===== src/rtl/tpbu_pkg.sv =====
package tpbu_pkg;

  // Pipeline depth from input register to output register
  localparam int NUM_STAGES = 10;

  // Configuration register indexes
  localparam int CFG_IDX_W = 3;
  localparam logic [CFG_IDX_W-1:0] REG_MIX_MODE   = 3'd0;
  localparam logic [CFG_IDX_W-1:0] REG_TINT_RED   = 3'd1;
  localparam logic [CFG_IDX_W-1:0] REG_TINT_GREEN = 3'd2;
  localparam logic [CFG_IDX_W-1:0] REG_TINT_BLUE  = 3'd3;
  localparam logic [CFG_IDX_W-1:0] REG_TINT_ALPHA = 3'd4;

  // Blend mode codes
  localparam logic [2:0] MODE_NORMAL    = 3'd0;
  localparam logic [2:0] MODE_ADD       = 3'd1;
  localparam logic [2:0] MODE_SOFT_ADD  = 3'd2;
  localparam logic [2:0] MODE_MUL       = 3'd3;
  localparam logic [2:0] MODE_MUL_ALPHA = 3'd4;

  // Input word: source RGBA and destination RGB
  typedef struct packed {
    logic [7:0] src_red;
    logic [7:0] src_green;
    logic [7:0] src_blue;
    logic [7:0] src_alpha;
    logic [7:0] dst_red;
    logic [7:0] dst_green;
    logic [7:0] dst_blue;
  } pix_in_t;

  // Output word: blended RGB
  typedef struct packed {
    logic [7:0] out_red;
    logic [7:0] out_green;
    logic [7:0] out_blue;
  } pix_out_t;

  // Per-stage load enables of the pipeline
  typedef struct packed {
    logic [NUM_STAGES-1:0] load;
  } pipe_ctl_t;

  // Partial results one lane hands to the merge stage
  typedef struct packed {
    logic [7:0]  r0;    // normal blend result
    logic [8:0]  sum1;  // additive sum, unsaturated
    logic [8:0]  sum2;  // soft additive sum, unsaturated
    logic [7:0]  p3;    // multiplicative product
    logic [16:0] sum4;  // multiplicative-with-alpha numerator
    logic [7:0]  dst;   // destination channel
  } lane_res_t;

  // Floor of x / 255: fold the high byte back in until the remainder
  // fits, then one final correction
  function automatic logic [31:0] div255(input logic [31:0] x);
    logic [31:0] q;
    logic [31:0] r;
    q = {8'd0, x[31:8]};
    r = {24'd0, x[7:0]} + {8'd0, x[31:8]};
    for (int i = 0; i < 3; i++) begin
      q = q + {8'd0, r[31:8]};
      r = {24'd0, r[7:0]} + {8'd0, r[31:8]};
    end
    if (r >= 32'd255) begin
      q = q + 32'd1;
    end
    return q;
  endfunction

  // Clamp a 9-bit sum to 0..255
  function automatic logic [7:0] sat8(input logic [8:0] v);
    return v[8] ? 8'd255 : v[7:0];
  endfunction

endpackage


===== src/rtl/tpbu_alpha.sv =====
module tpbu_alpha import tpbu_pkg::*; (
  input  logic       clk,
  input  pipe_ctl_t  ctl,
  input  logic [7:0] src_alpha,
  input  logic [7:0] tint_alpha,
  output logic [7:0] ea
);

  logic [15:0] sa_ta_r;
  logic [7:0]  ea_r;

  // Scale source alpha by the alpha tint
  always_ff @(posedge clk) begin
    if (ctl.load[0]) begin
      sa_ta_r <= 16'(src_alpha) * 16'(tint_alpha);
    end
  end

  // Effective alpha, floored
  always_ff @(posedge clk) begin
    if (ctl.load[1]) begin
      ea_r <= 8'(div255(32'(sa_ta_r)));
    end
  end

  assign ea = ea_r;

endmodule


===== config.mk =====
export PLATFORM = sky130hd
export DESIGN_NAME = tpbu_alpha
export DESIGN_NICKNAME = d
export VERILOG_FILES = /design/src/rtl/tpbu_pkg.sv /design/src/rtl/tpbu_alpha.sv
export SDC_FILE = /design/constraint.sdc
export NUM_CORES = 1
export LEC_CHECK = 0
export BUFFER_PORTS_ARGS = -buffer_cell sky130_fd_sc_hd__buf_4
export CORE_UTILIZATION = 59
export DETAILED_ROUTE_END_ITERATION = 10
export PLACE_DENSITY = 0.79
export SKIP_LAST_GASP = 1
export SYNTH_ARGS = -nofsm -noshare
export SYNTH_HDL_FRONTEND = slang
export SYNTH_SLANG_ARGS = --single-unit

===== constraint.sdc =====
create_clock -name clk -period 8.15 [get_ports clk]
set_clock_uncertainty 0.05 [all_clocks]
set_input_delay 0.4075 -clock clk [delete_from_list [all_inputs] [get_ports clk]]
set_output_delay 0.4075 -clock clk [all_outputs]
set_load 0.05 [all_outputs]

==> metrics.cfg <==
[run_status]
status = complete, no violations

[final_layout]
drive_gt1_share_pct = 10.98
multi_input_area_um2 = 2930
nets = 548
finalNonFillerCells = 505
syn_to_final_growth_pct = 9.415
regArea_um2 = 720.7
fillers = 499
num_antenna_cells = 0

[cts]
cts-root-buf = clkbuf_8
clk_pin_slew_ns = 0.08
clk_latency_ns = 0.26
holdBufCountCts = 0
htreeDepth = 1
cts_tree = done
cts_resized = 0
cts_buffer_depth = 2
clkSinkCount = 24
cts_buffers = 3
postCtsSetupBuffers = 0

[yosys]
yosys-top-cells-area = fa_1, edfxtp_1, ha_1
yosys.area.top_type_share_pct = 20.26
synth_seq_area_share_pct = 18.70
synth_largest_area_cell = fa_1
syn-cell-area_um2 = 3854
yosys_most_used_dff = edfxtp_1
synth_cells = 398
ys_warn_count = 0
synth_edf_count = 24
synth_seq_cells = 24
syn_area_per_cell_um2 = 9.683
synthArstFlopShare_pct = 0
synth.net_count = 517
synth_cell_types = 54

[critical_path]
cp-start-kind = flop
critPathCaptureType = flop
path_max_fanout = 7
cpPeakStageDelay_ns = 0.52
path_class = flop to flop
cp_slowest_cell = edfxtp_1
cp.required_ns = 8.12
arrival_ns = 6.56
cpMostUsedCell = ha_1

[sta]
tns_ns = 0
maxSlewViolCount = 0
period_needed_ns = 6.585
relSlewSlack_pct = 70.48
hold_viol = 0
finalCritPeriodShare_pct = 80.80
rsz0062_at_grt = no
setup_viol = 0
fin_ws_ns = 1.565
worst_slew_pin_slew_ns = 0.4360
max_freq_ghz = 0.1519

[routing]
post_drt_wl_per_cell_um = 13.95
drt.antenna.violating_nets = 0
vias = 2814
drc_errors = 0
topRoutingLayerUsed = met4
wirelength_mm = 7.045
wl_met3_um = 203
viasPerCell = 5.572
first_pass_iters = 4
drtIter0Drc = 91
met1_length_mm = 2.990
met2_length_mm = 3.792

[grt]
grt_usage_pct = 22.04
grt_max_degree = 17
grt_pass1_wl_mm = 12.43
grt_pass1_vias = 2910
antenna_found_initial = 0
gr-total-overflow = 0

[floorplan]
ios = 35
fp-row-count = 29
dieArea_um2 = 6859
die_h_um = 82.82
fp.dieW_um = 82.82
start_util_pct = 61.04
coreArea_um2 = 6314

[place]
dp_cells = 501
dpl.hpwl_mm = 6.059
pre_cts_ws_ns = 1.585
io_buffers = 26
gp_congestion = 0.8236

[power_and_ir_drop]
p_per_area_nw_per_um2 = 338.2
p_seq_share_pct = 17.6
clockPowerShare_pct = 7.1
leakage_nw = 1.956
power.switching_w = 0.0006949
combPwrFrac_pct = 75.3
p_int_w = 0.0007313
ir_worst_vdd_mv = 0.2517
switching_share_pct = 48.73

[run]
max_cap_viol_count = 0

[worst_hold_path]
hold_path_class = input pin to flop

cell usage after synthesis, types with 3 or more instances:
master and number:
inv_1 54, fa_1 39, xnor2_1 24, o211ai_1 3
nand4_1 3, ha_1 53, edfxtp_1 24, o21ai_0 12
and2_1 46, nor2b_1 3, or3_1 3, nor3_1 8
a21oi_1 10, mux2_2 3, xor2_1 7, a211oi_2 3
nor2_1 21, nand2_1 31, a21boi_0 3, nand3_1 5
power by group through the flow:
| stage | Combinational [W] | Sequential (W) | Clock, W |
|---|---|---|---|
| final | 0.00107 | 0.000252 | 0.000101 |
| after detailed placement | 0.00107 | 0.000255 | 0 |
| after floorplan | 0.000812 | 0.000297 | 0 |
| after CTS | 0.00108 | 0.000253 | 0.000104 |
| after global placement | 0.00103 | 0.000252 | 0 |
| after global routing | 0.00121 | 0.000256 | 0.000109 |
final timing paths:
| kind | startpoint | to | slack [ns] | depth (start not counted) |
|---|---|---|---|---|
| min | ctl[1] | ea[3]$_DFFE_PP_ | 0.37 | 1 |
| max reg2reg | sa_ta_r[11]$_DFFE_PP_ | ea[7]$_DFFE_PP_ | 1.56 | 28 |
| max | sa_ta_r[11]$_DFFE_PP_ | ea[7]$_DFFE_PP_ | 1.56 | 28 |
| min reg2reg | sa_ta_r[15]$_DFFE_PP_ | ea[7]$_DFFE_PP_ | 0.70 | 2 |
flip-flops by register name (all words and copies together), names as in the netlist:
name     count
sa_ta_r     16
ea           8
cells by family (layout without fill, tap and decap cells):
logic type | count (synthesis) | after routing | share of synthesized area, %
multiplexers | 3 | 3 | 0.8766
flip-flops | 24 | 24 | 18.70
buffers and inverters | 54 | 84 | 5.260
AND/OR/NAND/NOR | 136 | 136 | 19.16
AO/OA/AOI/OAI | 57 | 57 | 11.07
adder cells (fa/ha/maj) | 92 | 92 | 37.47
XOR/XNOR | 32 | 32 | 7.468
layout by cell type, fill, tap and decap left out, drive strengths merged, types with 2 or more instances in the layout:
| cell | n |
|---|---|
| or3 | 3 |
| nor3b | 2 |
| fa | 39 |
| inv | 54 |
| a211oi | 4 |
| nand3b | 2 |
| o211ai | 5 |
| a21o | 2 |
| nand4 | 3 |
| nor4 | 2 |
| nor2b | 3 |
| and2 | 48 |
| a21oi | 11 |
| o2111ai | 2 |
| nor3 | 8 |
| buf | 26 |
| a22oi | 2 |
| or2 | 2 |
| o21a | 3 |
| nand2b | 2 |
| clkbuf | 3 |
| xnor2 | 24 |
| edfxtp | 24 |
| nor2 | 21 |
| ha | 53 |
| a31oi | 2 |
| nand3 | 5 |
| mux2 | 3 |
| o21ai | 12 |
| xor2 | 8 |
| nand2 | 31 |
| a21boi | 3 |
area by class of cell:
type / instances / area share, %
multi-input cells: 320 / 69.50
flip-flops and latches: 24 / 17.09
inverters: 54 / 4.807
repair buffers: 26 / 4.629
well taps: 77 / 2.285
clock buffers: 3 / 0.9792
clock inverters: 1 / 0.7122
routing by layer:
layer / global-route usage, % / vias up
li1: - / 1411
met1: 25.46 / 1346
met2: 43.07 / 51
met3: 2.485 / 6
met4: 5.016 / 0
met5: 0 / -
worst max-delay path: cells and delay by family (launching register included):
family                     cells  cell delay (ns)
adders and majority gates      8             2.38
and+or+nand+nor               11             2.32
AOI/OAI and AO/OA              5             0.73
DFF                            1             0.52
xor gates and xnor gates       2             0.19
buffers and inverters          2             0.13
stage by stage:
| step | cell area [um^2] | power (W) | hold slack (ns) | utilization [%] |
|---|---|---|---|---|
| 2_1_floorplan | 3854 | 0.001109 | 0.4700 | - |
| 3_5_place_dp | 4145 | 0.001323 | 0.6454 | 65.66 |
| 3_3_place_gp | 4145 | 0.001285 | 0.6353 | 65.66 |
| 6_report | 4217 | 0.001426 | 0.3719 | 66.79 |
| 4_1_cts | 4217 | 0.001438 | 0.3647 | 66.79 |
| 5_1_grt | 4217 | 0.001575 | 0.3718 | 66.79 |
Note: power is estimated with default switching activity, not from simulation.
