## src/rtl/tpbu_pkg.sv

```systemverilog
package tpbu_pkg;

  // Pipeline depth from input register to output register
  localparam int NUM_STAGES = 10;

  // Configuration register indexes
  localparam int CFG_IDX_W = 3;
  localparam logic [CFG_IDX_W-1:0] REG_MIX_MODE   = 3'd0;
  localparam logic [CFG_IDX_W-1:0] REG_TINT_RED   = 3'd1;
  localparam logic [CFG_IDX_W-1:0] REG_TINT_GREEN = 3'd2;
  localparam logic [CFG_IDX_W-1:0] REG_TINT_BLUE  = 3'd3;
  localparam logic [CFG_IDX_W-1:0] REG_TINT_ALPHA = 3'd4;

  // Blend mode codes
  localparam logic [2:0] MODE_NORMAL    = 3'd0;
  localparam logic [2:0] MODE_ADD       = 3'd1;
  localparam logic [2:0] MODE_SOFT_ADD  = 3'd2;
  localparam logic [2:0] MODE_MUL       = 3'd3;
  localparam logic [2:0] MODE_MUL_ALPHA = 3'd4;

  // Input word: source RGBA and destination RGB
  typedef struct packed {
    logic [7:0] src_red;
    logic [7:0] src_green;
    logic [7:0] src_blue;
    logic [7:0] src_alpha;
    logic [7:0] dst_red;
    logic [7:0] dst_green;
    logic [7:0] dst_blue;
  } pix_in_t;

  // Output word: blended RGB
  typedef struct packed {
    logic [7:0] out_red;
    logic [7:0] out_green;
    logic [7:0] out_blue;
  } pix_out_t;

  // Per-stage load enables of the pipeline
  typedef struct packed {
    logic [NUM_STAGES-1:0] load;
  } pipe_ctl_t;

  // Partial results one lane hands to the merge stage
  typedef struct packed {
    logic [7:0]  r0;    // normal blend result
    logic [8:0]  sum1;  // additive sum, unsaturated
    logic [8:0]  sum2;  // soft additive sum, unsaturated
    logic [7:0]  p3;    // multiplicative product
    logic [16:0] sum4;  // multiplicative-with-alpha numerator
    logic [7:0]  dst;   // destination channel
  } lane_res_t;

  // Floor of x / 255: fold the high byte back in until the remainder
  // fits, then one final correction
  function automatic logic [31:0] div255(input logic [31:0] x);
    logic [31:0] q;
    logic [31:0] r;
    q = {8'd0, x[31:8]};
    r = {24'd0, x[7:0]} + {8'd0, x[31:8]};
    for (int i = 0; i < 3; i++) begin
      q = q + {8'd0, r[31:8]};
      r = {24'd0, r[7:0]} + {8'd0, r[31:8]};
    end
    if (r >= 32'd255) begin
      q = q + 32'd1;
    end
    return q;
  endfunction

  // Clamp a 9-bit sum to 0..255
  function automatic logic [7:0] sat8(input logic [8:0] v);
    return v[8] ? 8'd255 : v[7:0];
  endfunction

endpackage

```

## src/rtl/tpbu_lane.sv

```systemverilog
module tpbu_lane import tpbu_pkg::*; (
  input  logic       clk,
  input  pipe_ctl_t  ctl,
  input  logic [2:0] mode,
  input  logic [7:0] src,
  input  logic [7:0] tint,
  input  logic [7:0] dst,
  input  logic [7:0] ea,
  output lane_res_t  res
);

  logic [15:0] st1_r, st2_r;
  logic [7:0]  d1_r, d2_r, d3_r, d4_r, d5_r, d6_r, d7_r, d8_r, d9_r;
  logic [7:0]  ea3_r, ea4_r, ea5_r, ea6_r, ea7_r;
  logic [15:0] de3_r, de4_r, de5_r, de6_r, de7_r, de8_r;
  logic [23:0] u3_r;
  logic [31:0] p4_r;
  logic [15:0] a0_4_r;
  logic [23:0] p1_5_r;
  logic [16:0] sum0_5_r;
  logic [7:0]  b1_5_r;
  logic [15:0] p2_6_r;
  logic [7:0]  r0_6_r, r0_7_r, r0_8_r, r0_9_r;
  logic [8:0]  sum1_6_r, sum1_7_r, sum1_8_r, sum1_9_r;
  logic [7:0]  p3_7_r, p3_8_r, p3_9_r;
  logic [15:0] t4_8_r;
  logic [8:0]  sum2_8_r, sum2_9_r;
  logic [16:0] sum4_9_r;
  logic [7:0]  fac;

  // Soft additive weights by the inverse destination
  assign fac = (mode == MODE_SOFT_ADD) ? ~d3_r : d3_r;

  // Stage 1: tinted source
  always_ff @(posedge clk) begin
    if (ctl.load[0]) begin
      st1_r <= 16'(src) * 16'(tint);
      d1_r  <= dst;
    end
  end

  // Stage 2: wait for effective alpha
  always_ff @(posedge clk) begin
    if (ctl.load[1]) begin
      st2_r <= st1_r;
      d2_r  <= d1_r;
    end
  end

  // Stage 3: apply alpha, form destination weight
  always_ff @(posedge clk) begin
    if (ctl.load[2]) begin
      u3_r  <= 24'(st2_r) * 24'(ea);
      de3_r <= 16'(d2_r) * 16'(8'd255 - ea);
      ea3_r <= ea;
      d3_r  <= d2_r;
    end
  end

  // Stage 4: destination factor, first divide for normal and additive
  always_ff @(posedge clk) begin
    if (ctl.load[3]) begin
      p4_r   <= 32'(u3_r) * 32'(fac);
      a0_4_r <= 16'(div255(32'(u3_r)));
      ea4_r  <= ea3_r;
      d4_r   <= d3_r;
      de4_r  <= de3_r;
    end
  end

  // Stage 5
  always_ff @(posedge clk) begin
    if (ctl.load[4]) begin
      p1_5_r   <= 24'(div255(p4_r));
      sum0_5_r <= 17'(a0_4_r) + 17'(de4_r);
      b1_5_r   <= 8'(div255(32'(a0_4_r)));
      ea5_r    <= ea4_r;
      d5_r     <= d4_r;
      de5_r    <= de4_r;
    end
  end

  // Stage 6
  always_ff @(posedge clk) begin
    if (ctl.load[5]) begin
      p2_6_r   <= 16'(div255(32'(p1_5_r)));
      r0_6_r   <= 8'(div255(32'(sum0_5_r)));
      sum1_6_r <= 9'(b1_5_r) + 9'(d5_r);
      ea6_r    <= ea5_r;
      d6_r     <= d5_r;
      de6_r    <= de5_r;
    end
  end

  // Stage 7: last divide of the product
  always_ff @(posedge clk) begin
    if (ctl.load[6]) begin
      p3_7_r   <= 8'(div255(32'(p2_6_r)));
      r0_7_r   <= r0_6_r;
      sum1_7_r <= sum1_6_r;
      ea7_r    <= ea6_r;
      d7_r     <= d6_r;
      de7_r    <= de6_r;
    end
  end

  // Stage 8: reapply alpha to the product, soft additive sum
  always_ff @(posedge clk) begin
    if (ctl.load[7]) begin
      t4_8_r   <= 16'(p3_7_r) * 16'(ea7_r);
      sum2_8_r <= 9'(p3_7_r) + 9'(d7_r);
      p3_8_r   <= p3_7_r;
      r0_8_r   <= r0_7_r;
      sum1_8_r <= sum1_7_r;
      d8_r     <= d7_r;
      de8_r    <= de7_r;
    end
  end

  // Stage 9: blend product with destination
  always_ff @(posedge clk) begin
    if (ctl.load[8]) begin
      sum4_9_r <= 17'(t4_8_r) + 17'(de8_r);
      sum2_9_r <= sum2_8_r;
      p3_9_r   <= p3_8_r;
      r0_9_r   <= r0_8_r;
      sum1_9_r <= sum1_8_r;
      d9_r     <= d8_r;
    end
  end

  assign res.r0   = r0_9_r;
  assign res.sum1 = sum1_9_r;
  assign res.sum2 = sum2_9_r;
  assign res.p3   = p3_9_r;
  assign res.sum4 = sum4_9_r;
  assign res.dst  = d9_r;

endmodule

```

## config.mk

```make
export PLATFORM = sky130hd
export DESIGN_NAME = tpbu_lane
export DESIGN_NICKNAME = d
export VERILOG_FILES = /design/src/rtl/tpbu_pkg.sv /design/src/rtl/tpbu_lane.sv
export SDC_FILE = /design/constraint.sdc
export NUM_CORES = 2
export LEC_CHECK = 0
export BUFFER_PORTS_ARGS = -buffer_cell sky130_fd_sc_hd__buf_2
export CORE_UTILIZATION = 65
export CTS_CLUSTER_DIAMETER = 60
export DETAILED_ROUTE_END_ITERATION = 6
export PLACE_DENSITY = 0.82
export SYNTH_ARGS = -nofsm -noshare
export SYNTH_HDL_FRONTEND = slang
export SYNTH_SLANG_ARGS = --single-unit
```

## constraint.sdc

```tcl
create_clock -name clk -period 12.48 [get_ports clk]
set_input_delay 0 -clock clk [delete_from_list [all_inputs] [get_ports clk]]
set_output_delay 0 -clock clk [all_outputs]
set_load 0.05 [all_outputs]
```

==> impl_metrics.tcl <==
set metrics [dict create \
    portBuffers 103 \
    finalWorstPathRequiredPeriod_ns 10.48 \
    cap_viol_max_count 0 \
    synthDistinctLibCells 108 \
    clock_sinks 520 \
    post-cts-setup-buffers 0 \
    core_area_mm2 0.0663 \
    endpoint_kind "flip-flop" \
    grt_first_pass_wirelength_um 147000 \
    slew_headroom_pct 16.5 \
    yosys_warnings 0 \
    rsz0062_at_grt "no" \
    fin_crit_sh_pct 84.0 \
    ios 105 \
    final_common_cell "edfxtp_1" \
    numCtsBuffers 58 \
    dp_slack_ns 2.16 \
    cts_tree "done" \
    initial_core_util_pct 66.2 \
    layout-drive-gt1-share_pct 6.70 \
    path_buf_inv 0 \
    synthCells 3995 \
    slowest_stage "nor4_1" \
    syn_avg_cell_area_um2 11.0 \
    tightest_slew_ns 1.25 \
    post_drt_wl_per_cell_um 17.6 \
    viasPerCell 5.82 \
    synth_top_area_share_pct 35.5 \
    die-area_mm2 0.0687 \
    final_area_mm2 0.0477 \
    synth.ff_latch_count 520 \
    synth_area_leaders "edfxtp_1 36%, fa_1 17%, ha_1 13%" \
    synth_top_flop_cell "edfxtp_1" \
    finalMaxSlewViolations 0 \
    hpwl_um 66400 \
    start_kind "flip-flop" \
    final_cell_mix "520 x edfxtp_1, 517 x inv_1, 452 x ha_1" \
    synth_edf_count 520 \
    antenna_cells 0 \
    ff2ff_setup_slack_ns 2.00 \
    root_buffer "clkbuf_16" \
    hp-class "input pin to flip-flop" \
    synth_seq_area_share_pct 35.5 \
    cp.required_ns 12.85 \
    syn_area_mm2 0.0439 \
    die_w_um 262 \
    synthArstFlopShare_pct 0 \
    path_class "flip-flop to flip-flop" \
    path_max_fanout 5 \
    gp_routability_congestion 0.888 \
    critPathMaxStageDelay_ns 0.51 \
    grt_use_total_pct 26.6 \
    hold_viol 0 \
    worst_slack_ns 2.00 \
    final_net_count 5009 \
    cts_buffer_depth 3 \
    die_h_um 262 \
    setup_viol 0 \
    vias 29400 \
    area_growth_pct 8.58 \
    overflow 0 \
    first_global_vias 30100 \
    drc 0 \
    placed_cell_area_mm2 0.0455 \
    antenna_found_initial 0 \
    fin_tns_setup_ns 0 \
    clk_pin_slew_ns 0.06 \
    antenna_violating_nets_post_route 0 \
    wl_um 88800 \
    skew_ns 0.0165 \
    row_count 94 \
    critical_path.top_delay_family "compound AO/OA/AOI/OAI gates" \
    max_freq_mhz 95.4 \
    outcome "finished clean" \
    drtIter0Drc 1798 \
    htree_levels 2 \
    dr.pass1.iters 5 \
    grt_start_max_net_pins 75 \
    synth_top_area_cell "edfxtp_1" \
    arrival_ns 10.85 \
    clkLatencyLatePin_ns 0.64 \
    post_cts_resized 0 \
]
## path summary, 6_finish.rpt
| check | startpoint | endpoint | cells past startpoint |
|---|---|---|---|
| hold / removal | ctl[6] | r0_7_r[1] | 2 |
| hold reg to reg | de3_r[3] | de4_r[3] | 0 |
| setup / recovery | p4_r[8] | p1_5_r[21] | 38 |
| setup reg to reg | p4_r[8] | p1_5_r[21] | 38 |
## routing by layer
layer / track usage [%] / vias up / part of all wire [%]
li1: - / 13900 / -
met1: 34.1 / 14400 / 41
met4: 7.90 / 0 / 2.5
met3: 3.44 / 181 / 5.3
met2: 47.2 / 874 / 51
met5: 0 / - / 0
## sequential cells by signal, indices dropped and copies added, names as in the netlist, 9 cells and up
register  cells
st1_r        16
de5_r        16
t4_8_r       16
sum0_5_r     17
de6_r        16
sum4_9_r     17
sum1_7_r      9
u3_r         24
a0_4_r       16
sum1_6_r      9
de7_r        16
sum1_8_r      9
de8_r        16
st2_r        16
de3_r        16
p4_r         32
de4_r        16
p1_5_r       24
sum1_9_r      9
p2_6_r       16
sum2_8_r      9
sum2_9_r      9
## through the flow
stage / hold slack (ns) / utilization, % / std cells
after floorplan: 0.0989 / - / 3996
after global placement: 0.177 / 68.6 / 4923
after detailed placement: 0.178 / 68.6 / 4923
after CTS: 0.0103 / 71.9 / 5056
after global routing: 0.0761 / 71.9 / 5056
final: 0.0479 / 71.9 / 5056
## timing repair
| action | CTS | global route |
|---|---|---|
| setup endpoints to repair | 0 | 0 |
| hold buffers | 24 | 0 |
| endpoints found under the hold margin | 95 | 0 |
## worst register-to-register path: cells and delay by family, from the launching register on
kind | cells | cell delay [ns]
xor+xnor | 2 | 0.75
compound gates | 15 | 3.16
fa+ha+maj | 8 | 2.60
mux | 1 | 0.35
simple gates | 12 | 2.94
flops | 1 | 0.44
## final cells by class
class,instances,area [um^2]
multi-input combinational,2903,26200
tap,864,1080
clock buffer,63,1490
sequential,520,15600
inverter,517,1940
timing repair buffer,143,881
fill,4502,18600
clock inverter,46,503
## cells by family (layout without fill, tap and decap cells)
group | after synthesis | count (layout) | synth area share, %
muxes | 12 | 12 | 0.290
buffers and inverters | 573 | 769 | 4.91
xor gates and xnor gates | 355 | 355 | 7.27
DFF | 520 | 520 | 35.5
and+or+nand+nor | 1140 | 1140 | 13.4
adders and majority gates | 822 | 822 | 29.7
other | 2 | 3 | 0.0171
AOI/OAI and AO/OA | 571 | 571 | 8.94
## Yosys cell counts (5+ instances only)
cell type / count
ha_1: 452
clkbuf_1: 51
nor2b_1: 127
nand3_1: 65
a211oi_1: 19
nand2b_1: 56
o22ai_1: 6
nor3_1: 53
o21ai_1: 6
o21ai_0: 92
nand4b_1: 7
or4_1: 6
fa_1: 368
a211o_1: 9
inv_1: 517
nand2_1: 362
nor3b_1: 8
nand3b_1: 9
nor2_1: 166
edfxtp_1: 520
and4_1: 5
a221oi_1: 5
xor2_1: 91
a31oi_1: 13
o21a_1: 39
a32oi_1: 6
a21o_1: 77
and3_1: 31
or2_2: 12
and2_1: 164
xnor2_1: 257
mux2_2: 6
o21bai_1: 33
a21boi_0: 15
o31ai_1: 8
a211oi_2: 6
nor4_1: 12
or3_1: 12
a21oi_1: 155
o211ai_1: 16
nand4_1: 17
a311oi_1: 5
mux2i_1: 6
Power is left out: the tool's default activity adds up to more than one toggle a clock period on the data nets, which glitch-free logic cannot reach.
