## src/rtl/tpbu_pkg.sv

```systemverilog
package tpbu_pkg;

  // Pipeline depth from input register to output register
  localparam int NUM_STAGES = 10;

  // Configuration register indexes
  localparam int CFG_IDX_W = 3;
  localparam logic [CFG_IDX_W-1:0] REG_MIX_MODE   = 3'd0;
  localparam logic [CFG_IDX_W-1:0] REG_TINT_RED   = 3'd1;
  localparam logic [CFG_IDX_W-1:0] REG_TINT_GREEN = 3'd2;
  localparam logic [CFG_IDX_W-1:0] REG_TINT_BLUE  = 3'd3;
  localparam logic [CFG_IDX_W-1:0] REG_TINT_ALPHA = 3'd4;

  // Blend mode codes
  localparam logic [2:0] MODE_NORMAL    = 3'd0;
  localparam logic [2:0] MODE_ADD       = 3'd1;
  localparam logic [2:0] MODE_SOFT_ADD  = 3'd2;
  localparam logic [2:0] MODE_MUL       = 3'd3;
  localparam logic [2:0] MODE_MUL_ALPHA = 3'd4;

  // Input word: source RGBA and destination RGB
  typedef struct packed {
    logic [7:0] src_red;
    logic [7:0] src_green;
    logic [7:0] src_blue;
    logic [7:0] src_alpha;
    logic [7:0] dst_red;
    logic [7:0] dst_green;
    logic [7:0] dst_blue;
  } pix_in_t;

  // Output word: blended RGB
  typedef struct packed {
    logic [7:0] out_red;
    logic [7:0] out_green;
    logic [7:0] out_blue;
  } pix_out_t;

  // Per-stage load enables of the pipeline
  typedef struct packed {
    logic [NUM_STAGES-1:0] load;
  } pipe_ctl_t;

  // Partial results one lane hands to the merge stage
  typedef struct packed {
    logic [7:0]  r0;    // normal blend result
    logic [8:0]  sum1;  // additive sum, unsaturated
    logic [8:0]  sum2;  // soft additive sum, unsaturated
    logic [7:0]  p3;    // multiplicative product
    logic [16:0] sum4;  // multiplicative-with-alpha numerator
    logic [7:0]  dst;   // destination channel
  } lane_res_t;

  // Floor of x / 255: fold the high byte back in until the remainder
  // fits, then one final correction
  function automatic logic [31:0] div255(input logic [31:0] x);
    logic [31:0] q;
    logic [31:0] r;
    q = {8'd0, x[31:8]};
    r = {24'd0, x[7:0]} + {8'd0, x[31:8]};
    for (int i = 0; i < 3; i++) begin
      q = q + {8'd0, r[31:8]};
      r = {24'd0, r[7:0]} + {8'd0, r[31:8]};
    end
    if (r >= 32'd255) begin
      q = q + 32'd1;
    end
    return q;
  endfunction

  // Clamp a 9-bit sum to 0..255
  function automatic logic [7:0] sat8(input logic [8:0] v);
    return v[8] ? 8'd255 : v[7:0];
  endfunction

endpackage

```

## src/rtl/tpbu_merge.sv

```systemverilog
module tpbu_merge import tpbu_pkg::*; (
  input  logic       clk,
  input  pipe_ctl_t  ctl,
  input  logic [2:0] mode,
  input  lane_res_t  res_red,
  input  lane_res_t  res_green,
  input  lane_res_t  res_blue,
  output pix_out_t   pix
);

  pix_out_t pix_r;

  // Pick the channel result for the active mode
  function automatic logic [7:0] pick(input logic [2:0] m, input lane_res_t r);
    logic [7:0] v;
    case (m)
      MODE_NORMAL:    v = r.r0;
      MODE_ADD:       v = sat8(r.sum1);
      MODE_SOFT_ADD:  v = sat8(r.sum2);
      MODE_MUL:       v = r.p3;
      MODE_MUL_ALPHA: v = 8'(div255(32'(r.sum4)));
      default:        v = r.dst;
    endcase
    return v;
  endfunction

  // Output register: combine the three lanes into one word
  always_ff @(posedge clk) begin
    if (ctl.load[NUM_STAGES-1]) begin
      pix_r.out_red   <= pick(mode, res_red);
      pix_r.out_green <= pick(mode, res_green);
      pix_r.out_blue  <= pick(mode, res_blue);
    end
  end

  assign pix = pix_r;

endmodule

```

## config.mk

```make
export PLATFORM = sky130hd
export DESIGN_NAME = tpbu_merge
export DESIGN_NICKNAME = d
export VERILOG_FILES = /design/src/rtl/tpbu_pkg.sv /design/src/rtl/tpbu_merge.sv
export SDC_FILE = /design/constraint.sdc
export NUM_CORES = 1
export LEC_CHECK = 0
export BUFFER_PORTS_ARGS = -buffer_cell sky130_fd_sc_hd__buf_4
export CAP_MARGIN = 20
export CORE_MARGIN = 2
export CORE_UTILIZATION = 30
export CTS_BUF_LIST = sky130_fd_sc_hd__clkbuf_8
export DETAILED_ROUTE_END_ITERATION = 10
export SYNTH_ARGS = -nofsm -noshare
export SYNTH_HDL_FRONTEND = slang
export SYNTH_SLANG_ARGS = --single-unit
```

## constraint.sdc

```tcl
create_clock -name clk -period 19.24 [get_ports clk]
set_input_delay 3.848 -clock clk [delete_from_list [all_inputs] [get_ports clk]]
set_output_delay 3.848 -clock clk [all_outputs]
set_load 0.03 [all_outputs]
```

==> reports/results.ini, run 1 <==
[critical_path]
slowest_stage=fa_1
crit_top_cell=ha_1
cp-start-kind=input port
critPathMaxStageDelay_ps=480
cp-end-kind=flop
crit_type=input port to flop
worstPathRequired_ps=19340
cp.arrival_ps=10700
worst-path-max-fanout=6

[route]
via_per_inst=5.43
wirelength_mm=19.7
drtIter0Drc=453
post_drt_wl_per_cell_microns=17.6
drcViolationCount=0
ant_nets=0
vias=6061
drt_pass1_iterations=7

[placed_design]
gp_congestion=0.911
placement.io_buffers=205
dpl.hpwl_mm=16.5

[logic_synthesis]
synth_enable_flop_cells=24
syn_inst=698
ys_types=79
ys_warn_count=0
syn-num-nets=958
syn_avg_cell_area_sq_um=7.83
async_reset_ff_share_pct=0
syn_area_sq_um=5470
seq_area_frac_synth_pct=13.2
ys.flop_type=edfxtp_1
synth-seq-cells=24

[clocking]
cts_setup_buffers=0
cts_tree=yes
clock_sinks=24
clkTransAtPathRegs_ps=100
clk_path_buf_depth=2
cts_max_level=1
post_cts_resized=0
numCtsBuffers=3
cts_root_buf=clkbuf_8
hold_buffers=0

[floorplan]
dieWidth_microns=139
dieHeight_microns=139
dieArea_sq_um=19300
initial_core_util_pct=30.5
core_area_sq_um=17900
num_rows=49
ios=215

[layout]
multi_input_area_sq_um=4480
diodes=0
postLayoutCoreUtil_pct=40.3
synthToLayoutAreaGrowth_pct=32.1
drive_above_1_share_pct=26.7
area.sequential_sq_um=721
fillers=1903
largest_reg_flops=24
final_nets=1148

[power_and_ir_drop]
leakagePower_uw=0.00310
vdd_ir_drop_max_uv=25.4
power.internal_uw=181
seqPwrFrac_pct=20.4
power_frac_clock_pct=10.0
powerDensity_nw_per_um2=45.8
switching_share_pct=45.3
p_comb_share_pct=69.6
netSwitchingPower_uw=150

[sta]
post-route-period-util_pct=55.1
hold_viol=0
finalMaxSlewViolations=0
relSlewSlack_pct=33.7
tightest_slew_ps=993
period_minus_slack_ps=10610
rsz0062_at_grt=no
tns_ps=0
setup_violations=0
timing.fmax_ghz=0.0943

[grt]
grt_remaining_overflow=0
grt_max_degree=32
grt_first_pass_wirelength_mm=30.9
antenna_found_initial=0
grt_usage_pct=19.7
grt_pass1_vias=5760

[worst_hold_path]
holdPathStages=3
hold_start=res_green[2]
holdPathEnd=pix[10]
min_path_type=input port to flop

[run]
cap_violations=0

[run_status]
status=complete, no violations

through the flow:
| stage | power (uW) | std cells | worst slack (ps) | hold slack [ps] | instance area (sq um) |
|---|---|---|---|---|---|
| floorplan | 221 | 698 | 9420 | 3960 | 5470 |
| CTS | 331 | 1116 | 8580 | 3860 | 7220 |
| finish | 331 | 1116 | 8630 | 3870 | 7220 |
| detailed placement | 297 | 1112 | 8300 | 4150 | 7180 |
| global route | 357 | 1116 | 7840 | 3870 | 7220 |
| global placement | 295 | 1112 | 8380 | 4130 | 7180 |
synth_stat cells (all sizes together), types with 11 or more instances:
cell type,n,area [sq um]
o21ai,80,404
a21oi,51,270
a21o,14,106
inv,35,131
nand3,35,175
nor2,55,216
ha,57,713
nand2,41,154
fa,12,240
clkbuf,18,108
xor2,22,193
nor3,14,70.1
xnor2,43,399
a22oi,15,113
and2,11,71.3
edfxtp,24,721
nand4,15,93.8
worst max path at each step:
stage / startpoint / endpoint / slack [ps] / depth (start not counted)
finish: res_green[16] / pix[15] / 8630 / 33
detailed placement: res_green[16] / pix[15] / 8300 / 33
floorplan: res_blue[8] / pix[6] / 9420 / 30
global placement: res_green[16] / pix[15] / 8380 / 33
global route: res_green[16] / pix[15] / 7840 / 33
CTS: res_green[16] / pix[15] / 8580 / 33
logic make-up after synthesis:
family	count (synthesis)	synth area share (%)
xor gates and xnor gates	69	12.5
muxes	8	1.53
adders and majority gates	72	18.0
buffers and inverters	58	5.01
and+or+nand+nor	226	21.2
DFF	24	13.2
AOI/OAI and AO/OA	241	28.6
layout make-up:
class	count	area share, %
well taps	229	3.97
multi-input cells	616	62.0
repair buffers	208	21.6
inverters	35	1.82
clock buffers	3	0.572
flip-flops and latches	24	9.98
clock inverters	1	0.0520
power by group through the flow:
stage / combinational, uW / sequential (uW) / clock [uW]
detailed placement: 229 / 68.6 / 0
finish: 230 / 67.5 / 33.1
global route: 254 / 68.0 / 35.4
floorplan: 140 / 80.7 / 0
global placement: 227 / 68.3 / 0
CTS: 230 / 67.5 / 33.5
critical path, delay by kind of cell:
| kind | cells | cell delay [ps] |
|---|---|---|
| AND/OR/NAND/NOR | 12 | 2270 |
| adder cells (fa/ha/maj) | 9 | 2530 |
| XOR/XNOR | 2 | 500 |
| AO/OA/AOI/OAI | 7 | 1290 |
| buffers and inverters | 3 | 230 |
metal layers:
layer | part of all wire (%) | GRT usage (%) | up-vias
met5 | 0 | 0 | -
met4 | 0.95 | 2.71 | 0
met3 | 6.1 | 1.93 | 12
met2 | 47 | 32.9 | 212
met1 | 46 | 28.2 | 2824
li1 | - | - | 3013
layout by cell type, fill, tap and decap left out, types with 9 or more instances in the layout:
cell type,n
inv_1,35
nand2_1,41
nand3_1,35
a22oi_1,15
nand2b_1,9
xor2_1,22
o21ai_0,69
o21ai_1,10
xnor2_1,40
ha_1,57
and3_1,10
edfxtp_1,24
a21o_1,13
nor2_1,53
nor2b_1,10
buf_4,208
o22ai_1,10
nor3_1,13
o211ai_1,10
fa_1,12
nand4_1,15
a21oi_1,49
Power figures use the tool's default switching activity.
==> run 2, diff against run 1 <==
==> constraint.sdc (replaced) <==
create_clock -name clk -period 8.65 [get_ports clk]
set_input_delay 1.73 -clock clk [delete_from_list [all_inputs] [get_ports clk]]
set_output_delay 1.73 -clock clk [all_outputs]
set_load 0.03 [all_outputs]
==> run 2 against run 1 <==
- global-route usage barely moved
- cell area rose by 1.4%
- worst hold slack got worse by 2100 ps
- non-clock buffer count increased by 12
- critical path type unchanged
- largest cell class unchanged
==> reports/results.ini, run 2 (synthesis gave the netlist of run 1 again) <==
[critical_path]
path_buf_inv=4  ; +1
critPathMaxStageDelay_ps=510  ; +30 ps
cp-start-kind=input port
slowest_stage=fa_1
cp_top_family=adder cells
worstPathRequired_ps=8740  ; -10,600 ps
crit_type=input port to flop
worst-path-max-fanout=6  ; unchanged
cp-end-kind=flop
crit_top_cell=ha_1
cp.arrival_ps=8140  ; -2560 ps

[clocking]
post_cts_resized=0  ; unchanged
cts_max_level=1  ; unchanged
clk_path_buf_depth=2  ; unchanged
numCtsBuffers=3  ; unchanged
clkTransAtPathRegs_ps=90  ; about the same
hold_buffers=0  ; unchanged
cts_tree=yes
cts_root_buf=clkbuf_8
clock_sinks=24  ; unchanged
cts_setup_buffers=0  ; unchanged

[sta]
post-route-period-util_pct=93.1
tightest_slew_ps=1090  ; +101 ps
tns_ps=0  ; unchanged
finalMaxSlewViolations=0  ; unchanged
hold_viol=0  ; unchanged
setup_violations=0  ; unchanged
relSlewSlack_pct=27.0  ; -6.8 points
timing.fmax_ghz=0.124
period_minus_slack_ps=8050
rsz0062_at_grt=no

[layout]
fillers=1894  ; -0.47%
final_common_cell=buf_4
synthToLayoutAreaGrowth_pct=33.9
drive_above_1_share_pct=27.8  ; +1.1 points
area.sequential_sq_um=721  ; unchanged
final_cell_mix=buf_4 (220), o21ai_0 (68), ha_1 (57), nor2_1 (53), a21oi_1 (49)
multi_input_area_sq_um=4480  ; +0.17%
diodes=0  ; unchanged
final_nets=1160  ; +1.0%
largest_reg_flops=24  ; unchanged

[grt]
antenna_found_initial=0  ; unchanged
grt_max_degree=32  ; unchanged
grt_pass1_vias=5838  ; +1.4%
grt_remaining_overflow=0  ; unchanged
grt_usage_pct=19.7  ; about the same
grt_first_pass_wirelength_mm=30.9  ; about the same

[worst_hold_path]
min_path_type=input port to flop
holdPathStages=3  ; unchanged
holdPathEnd=pix[5]
hold_start=res_blue[5]

[power_and_ir_drop]
netSwitchingPower_uw=334  ; +120%
total_power_uw=740  ; +120%
p_comb_share_pct=69.9  ; +0.3 points
seqPwrFrac_pct=20.4  ; about the same
power_frac_clock_pct=9.8  ; -0.2 points
power.internal_uw=406  ; +120%
powerDensity_nw_per_um2=101  ; +120%
leakagePower_uw=0.00317  ; +2.2%
switching_share_pct=45.1  ; -0.21 points
vdd_ir_drop_max_uv=50.0  ; +97%

[route]
drtIter0Drc=364  ; -20%
ant_nets=0  ; unchanged
wirelength_mm=19.6  ; -0.21%
post_drt_wl_per_cell_microns=17.4  ; -1.3%
drt_pass1_iterations=5  ; -2
vias=6006  ; -0.91%
via_per_inst=5.32  ; -2.0%
drcViolationCount=0  ; unchanged

[placed_design]
gp_congestion=0.904  ; -0.83%
dpl.hpwl_mm=16.4  ; -0.43%
placement.io_buffers=205  ; unchanged

[floorplan]
dieHeight_microns=139  ; unchanged
dieWidth_microns=139  ; unchanged
core_area_sq_um=17900  ; unchanged
num_rows=49  ; unchanged
ios=215  ; unchanged
initial_core_util_pct=30.5  ; unchanged
dieArea_sq_um=19300  ; unchanged

[run]
cap_violations=0  ; unchanged

[run_status]
status=complete, no violations

-- run 2: cell types whose count changed in the layout (fill, tap and decap cells not counted), sizes merged --
cell and change:
buf +12
-- run 2: metrics by stage --
stage,instance area (sq um),hold slack [ps],worst slack [ps],instances,util (%)
after detailed placement,7270,2020,291,1124,40.6
final,7320,1730,596,1128,40.9
after global placement,7270,2020,378,1124,40.6
after global routing,7320,1740,85.7,1128,40.9
after CTS,7310,1740,546,1128,40.8
after floorplan,5470,1840,946,698,-
-- run 2: worst max-delay path by stage --
| stage | startpoint | endpoint | slack, ps | depth (start not counted) |
|---|---|---|---|---|
| after detailed placement | res_green[16] | pix[15] | 290 | 34 |
| after CTS | res_green[16] | pix[15] | 550 | 34 |
| after global placement | res_green[16] | pix[15] | 380 | 34 |
| after floorplan | res_blue[8] | pix[6] | 950 | 30 |
| after global routing | res_green[16] | pix[15] | 90 | 34 |
| final | res_green[16] | pix[15] | 600 | 34 |
-- run 2: final cells by class --
type | count | area share (%)
flip-flops and latches | 24 | 9.85
clock inverters | 1 | 0.0513
clock buffers | 3 | 0.564
repair buffers | 220 | 22.6
inverters | 35 | 1.80
multi-input cells | 616 | 61.3
well taps | 229 | 3.92
-- run 2: routing by layer --
metal	global-route usage (%)	wire [microns]	vias up
met4	3.83	350	0
met1	28.1	9330	2780
li1	-	-	3039
met2	32.5	9000	169
met3	2.04	959	18
met5	0	0	-
-- run 2: power by group through the flow --
stage                     Clock (uW)  Combinational [uW]  Sequential, uW
final                           72.3                 517             151
after floorplan                    0                 311             180
after detailed placement           0                 513             153
after global placement             0                 510             153
after CTS                       74.6                 515             151
after global routing            78.3                 571             152
